## config.mk

```make
export PLATFORM = sky130hd
export DESIGN_NAME = lps_seq
export DESIGN_NICKNAME = d
export VERILOG_FILES = /design/src/rtl/lps_pkg.sv /design/src/rtl/lps_seq.sv
export SDC_FILE = /design/constraint.sdc
export NUM_CORES = 1
export LEC_CHECK = 0
export BUFFER_PORTS_ARGS = -buffer_cell sky130_fd_sc_hd__buf_2
export CAP_MARGIN = 40
export CORE_MARGIN = 2
export CORE_UTILIZATION = 50
export DETAILED_ROUTE_END_ITERATION = 7
export GPL_ROUTABILITY_DRIVEN = 0
export GPL_TIMING_DRIVEN = 1
export HOLD_SLACK_MARGIN = 0.05
export PLACE_DENSITY = 0.7
export SLEW_MARGIN = 10
export SYNTH_ARGS = -nofsm -noshare
export SYNTH_HDL_FRONTEND = slang
export SYNTH_SLANG_ARGS = --single-unit
```

## constraint.sdc

```tcl
create_clock -name clk -period 8.79 [get_ports clk]
set_clock_uncertainty 0.2 [all_clocks]
set_input_delay 1.3185 -clock clk [delete_from_list [all_inputs] [get_ports clk]]
set_output_delay 1.3185 -clock clk [all_outputs]
set_load 0.05 [all_outputs]
```

## src/rtl/lps_pkg.sv

```systemverilog
// shared types and constants of the five point laplacian stencil unit
package lps_pkg;

  localparam int SAMPLE_W   = 32;
  localparam int RESULT_W   = 35;
  localparam int CFG_IDX_W  = 1;
  localparam int CFG_DATA_W = 11;
  localparam int ROW_W      = 16;

  localparam logic [ROW_W-1:0] ROW_COUNT_MAX = {ROW_W{1'b1}};

  // item kinds on the input channel
  typedef enum logic {
    OP_SAMPLE = 1'b0,
    OP_FLUSH  = 1'b1
  } op_t;

  // configuration register indexes
  typedef enum logic [CFG_IDX_W-1:0] {
    REG_GRID_COLUMNS = 1'b0,
    REG_TOP_HALO     = 1'b1
  } cfg_reg_t;

  // one line buffer entry: row r-1 and row r-2 at the same column
  typedef struct packed {
    logic [SAMPLE_W-1:0] prv;
    logic [SAMPLE_W-1:0] rbp;
  } line_ent_t;

  // per-beat control from the sequencer to the datapath
  typedef struct packed {
    logic last;
    logic produce;
    logic use_left;
    logic use_up;
  } seq_ctl_t;

endpackage

```

## src/rtl/lps_seq.sv

```systemverilog
// column and row sequencer with configuration registers
module lps_seq
  import lps_pkg::*;
#(
  parameter int MAX_COLS = 1024,
  parameter int COL_W    = 10
) (
  input  logic                  clk,
  input  logic                  rst_n,
  input  logic                  cfg_we,
  input  logic [CFG_IDX_W-1:0]  cfg_index,
  input  logic [CFG_DATA_W-1:0] cfg_data,
  input  logic                  accept,
  input  logic                  flush,
  output seq_ctl_t              ctl,
  output logic [COL_W-1:0]      wr_addr,
  output logic [COL_W-1:0]      rd_addr_a,
  output logic [COL_W-1:0]      rd_addr_b,
  output logic                  rd_ok
);

  localparam int CNT_W = $clog2(MAX_COLS + 1);
  localparam int CMP_W = (CNT_W > CFG_DATA_W) ? CNT_W : CFG_DATA_W;
  localparam logic [CMP_W-1:0] MAX_C = CMP_W'(MAX_COLS);

  logic [CFG_DATA_W-1:0] grid_columns_r;
  logic                  top_halo_r;
  logic [COL_W-1:0]      col_r;
  logic [COL_W-1:0]      col_nxt;
  logic [ROW_W-1:0]      row_r;
  logic [ROW_W-1:0]      row_nxt;
  logic                  rd_ok_r;
  logic [CMP_W-1:0]      gc_ext;
  logic [CMP_W-1:0]      last_ext;
  logic [COL_W-1:0]      last_idx;
  logic [COL_W-1:0]      j;

  // last column index with the column count clamped to its range
  always_comb begin
    gc_ext = CMP_W'(grid_columns_r);
    if (gc_ext < CMP_W'(2)) begin
      last_ext = CMP_W'(1);
    end else if (gc_ext > MAX_C) begin
      last_ext = MAX_C - CMP_W'(1);
    end else begin
      last_ext = gc_ext - CMP_W'(1);
    end
    last_idx = last_ext[COL_W-1:0];
  end

  // current column, clamped after a shrink
  always_comb begin
    j            = (col_r >= last_idx) ? last_idx : col_r;
    ctl.last     = (j == last_idx);
    ctl.use_left = (j != '0);
    ctl.use_up   = (row_r >= ROW_W'(2));
    ctl.produce  = (row_r != '0) && !(top_halo_r && (row_r == ROW_W'(1)));
  end

  // next column and row
  always_comb begin
    col_nxt = col_r;
    row_nxt = row_r;
    if (accept) begin
      if (ctl.last) begin
        col_nxt = '0;
        if (flush) begin
          row_nxt = '0;
        end else if (row_r != ROW_COUNT_MAX) begin
          row_nxt = row_r + ROW_W'(1);
        end
      end else begin
        col_nxt = j + COL_W'(1);
      end
    end
  end

  // line buffer addresses: reads aim at the column of the next beat
  assign wr_addr   = j;
  assign rd_addr_a = accept ? col_nxt : j;
  assign rd_addr_b = rd_addr_a + COL_W'(1);
  assign rd_ok     = rd_ok_r;

  // configuration registers
  always_ff @(posedge clk) begin
    if (!rst_n) begin
      grid_columns_r <= CFG_DATA_W'(200);
      top_halo_r     <= 1'b0;
    end else if (cfg_we) begin
      case (cfg_reg_t'(cfg_index))
        REG_GRID_COLUMNS: grid_columns_r <= cfg_data;
        REG_TOP_HALO:     top_halo_r     <= cfg_data[0];
        default:          grid_columns_r <= grid_columns_r;
      endcase
    end
  end

  // counters; read data is marked stale by reset and by a config write
  always_ff @(posedge clk) begin
    if (!rst_n) begin
      col_r   <= '0;
      row_r   <= '0;
      rd_ok_r <= 1'b0;
    end else begin
      col_r   <= col_nxt;
      row_r   <= row_nxt;
      rd_ok_r <= !cfg_we;
    end
  end

endmodule

```

==> results.txt <==
The destination of the worst register-to-register timing path is col_r[8]$_SDFF_PN0_. The number of max-slew violations in the final report came out at 0. Setup total negative slack on the finished layout was measured at 0 ns. The detailed-routing iteration count for the pre-antenna-repair pass came out at 8. The arrival time of the worst setup path came out at 6.49 ns. The depth of the worst register-to-register path came out at 23. The tree is rooted in a clkbuf_8. After detailed routing, the total wire length is 9170 µm. The finished layout holds 602 standard cells, fillers aside. In this run, synthesis produced a sequential element count of 39. The worst-case setup slack after placement came out at 0.877 ns. The largest net degree at the start of global routing is 40. The clock-pin slew reported for the worst setup and hold paths after clock tree synthesis is 0.09 ns. Synthesis produced a netlist with a net count of 506. The maximum root-to-sink buffer count is 2. The final-report hold violation count was 0. The post-layout minimum cycle time is 8.01 ns. Among all flip-flop cells after synthesis, the most frequent one is dfxtp_1. The tool flagged a number of max-cap violations equal to 0. The clock net sink count came out at 39. The mean instance size in the synthesized netlist came out at 7.47 µm². Data on the critical path is required at its endpoint by 7.27 ns. In the final design database the tool counted 540 nets. The portion of the clock cycle consumed by the worst path in the final layout came out at 91.1%.

The count of buffers from port buffering came out at 51. The area share of the largest cell type after synthesis came out at 22.2%. After layout, the design draws a total of 415 µW. The worst hold-check path type is flip-flop to flip-flop. The leftover overflow at the end of global routing came out at 0. The count of flip-flops with a built-in enable after synthesis is 0. The critical path is of the flip-flop to output port type. The startpoint identified for the worst hold timing path is top_halo_r$_SDFFE_PN0P_. The starting density of the core is 51.8%. The Yosys step of the flow raised 0 warnings. The setup slack on the worst flop-to-flop path is 3.05 ns. The first routing iteration left 273 violations.

The core outline area is 6790 µm². The number of setup violations in the final report came out at 0. The tightest hold path in the finished design has a slack of 0.274 ns.

The area growth from synthesis to layout came out at 10.5%. The die outline height is 87.9 µm. The largest driver fanout on the critical path is 25. The number of antenna diodes in the final layout is 0.

The synthesized netlist contains 72 unique library cells. The proportion of synthesized chip area in sequential cells came out at 22.2%. For this run, the total global-route usage over all layers was measured as 24.8%. The largest voltage drop on the vdd net is 0.0792 mV. The synthesized area is 3520 µm².

The max-slew headroom at the worst pin is 40.8%. Of all cell types, the one taking the most synthesized area is dfxtp_1. 52 I/O pins were placed. For the worst-skew pair, the clock arrives at the later sink with an insertion delay of 0.31 ns.

Once placement finished, the instance area stood at 3800 µm². STA classifies the critical path endpoint as an output port. The clock buffer count from CTS came out at 5.

The share of cells above drive strength 1 is 18.4%. The number of instances in the synthesized netlist is 471. In the post-synthesis netlist, the biggest area contributors are dfxtp_1 22%, ha_1 6.4%, nand2_1 5.8%. The initial antenna violation count came out at 0. The number of buffers inserted by post-CTS setup repair is 0. The total via count after detailed routing is 3533. The utilization of the core after routing is 57.2%. The worst setup path is launched from a flip-flop. In this run the horizontal extent of the chip is 87.9 µm. In this run the power density over the cells is 107 nW/µm². The transition time of the tightest slew-check pin is 0.876 ns.

Summed over all cells, the static leakage comes to 1.79 nW. The final worst slack came out at 0.780 ns. The summed area of non-filler cells in the final layout is 3890 µm². The detailed-route wire length per cell is 15.2 µm.

The number of cells in the design after placement is 594. The antenna violation net count after detailed routing came out at 0. The number of H-tree levels came out at 2. The count of instances resized after the clock tree is built is 0.

The half-perimeter wire length after placement came out at 6970 µm. The cts-stage hold buffer count is 0. In the synthesized netlist the async set-or-reset flop fraction comes to 0%. The die covers 7720 µm². The remaining design rule violation count is 0. The floorplan row count is 30. The end of the worst hold path is top_halo_r$_SDFFE_PN0P_. In this run the critical register-to-register path is launched from gc_ext[0]$_SDFFE_PN0P_. The flow ran to the end, and the final reports show no timing, DRC or antenna violations. The number of global-route vias before repair came out at 3292. After detailed routing, the number of vias per cell comes to 5.87. The maximum frequency from static timing analysis is 125 MHz. The first-pass GRT wire length came out at 15200 µm. The worst hold path was traced through 2 stages. TritonCTS built the clock tree. Setup repair after global routing left no endpoint under its margin.
==> synth_stat cells, drive strengths merged, types with 3 or more instances <==
cell type  instances
ha                18
a21boi            14
nand3             23
inv               36
dfxtp             39
clkbuf            20
nor2              41
a31oi              4
o21ai             14
o31a               3
or4                3
nand2             54
a21oi             20
nor2b              4
xor2              14
or3                5
nand4              9
and4               3
buf                7
or2                4
nor3              15
and3              11
and2               7
nand2b             4
o211ai             5
nor4               6
o21a               3
mux2               5
o22ai              9
xnor2             22
mux2i              7
==> power by group <==
group	switching, mW	internal (mW)
combinational	0.0648	0.0318
sequential	0.00704	0.180
clock	0.0760	0.0554
total	0.148	0.267
==> critical path, cell delays in order (launching register included) <==
cell and delay (ns):
dfxtp_1 0.41, inv_1 0.17, ha_1 0.35, nor3b_1 0.27
xor2_1 0.29, a22o_1 0.26, clkinv_1 0.17, ha_1 0.34
a21oi_1 0.17, nand2_1 0.07, a311oi_1 0.25, buf_4 0.20
and2_2 0.48, mux2i_1 0.23, inv_1 0.15, ha_1 0.28
nand3_1 0.15, inv_1 0.12, nand3_1 0.08, mux2i_1 0.31
o21ai_0 0.22, mux2_2 0.31, o22ai_1 0.25, nand4_1 0.21
xnor2_2 0.17, buf_2 0.28
==> cell type report <==
cell class | count | area [µm²]
Fill cell | 650 | 2910
Multi-Input combinational cell | 368 | 2480
Sequential cell | 39 | 781
Timing Repair Buffer | 54 | 278
Inverter | 37 | 139
Tap cell | 96 | 120
Clock buffer | 5 | 68.8
Clock inverter | 3 | 20.0
==> metal layers <==
layer / share of wire (%) / global-route usage (%) / up-vias
met1: 43 / 32.0 / 1625
met4: 3.7 / 13.1 / 0
met5: 0 / 0 / -
met2: 46 / 39.1 / 151
li1: - / - / 1723
met3: 6.5 / 4.52 / 34
==> kinds of logic (layout without fill, tap and decap cells) <==
group,after synthesis,count (layout),synth area share [%]
DFF,39,39,22.2
buffers and inverters,64,99,7.54
and+or+nand+nor,201,201,31.1
AOI/OAI and AO/OA,101,101,20.2
xor gates and xnor gates,36,36,8.96
muxes,12,12,3.59
adders and majority gates,18,18,6.40
==> state kept, by name (all words and copies together) (netlist names) <==
register    cells
rd_ok           1
col_r          10
gc_ext         11
top_halo_r      1
row_r          16
==> cell usage in the layout (no fill, tap or decap), types with 14 or more instances in the layout <==
master / count
a21oi_1: 20
nor2_1: 31
xor2_1: 14
dfxtp_1: 39
xnor2_1: 21
nand2_1: 54
inv_1: 35
nand3_1: 23
nor3_1: 15
a21boi_0: 14
buf_2: 51
ha_1: 18
==> worst max-delay path by stage <==
stage / slack (ns) / from / to
floorplan: 0.09 / gc_ext[0]$_SDFFE_PN0P_ / rd_addr_b[9]
global placement: 1.17 / gc_ext[0]$_SDFFE_PN0P_ / rd_addr_b[9]
detailed placement: 0.88 / gc_ext[0]$_SDFFE_PN0P_ / rd_addr_b[9]
CTS: 0.52 / gc_ext[0]$_SDFFE_PN0P_ / rd_addr_b[9]
global route: 0.34 / gc_ext[0]$_SDFFE_PN0P_ / rd_addr_b[9]
finish: 0.78 / gc_ext[0]$_SDFFE_PN0P_ / rd_addr_b[9]
Power figures use the tool's default switching activity.
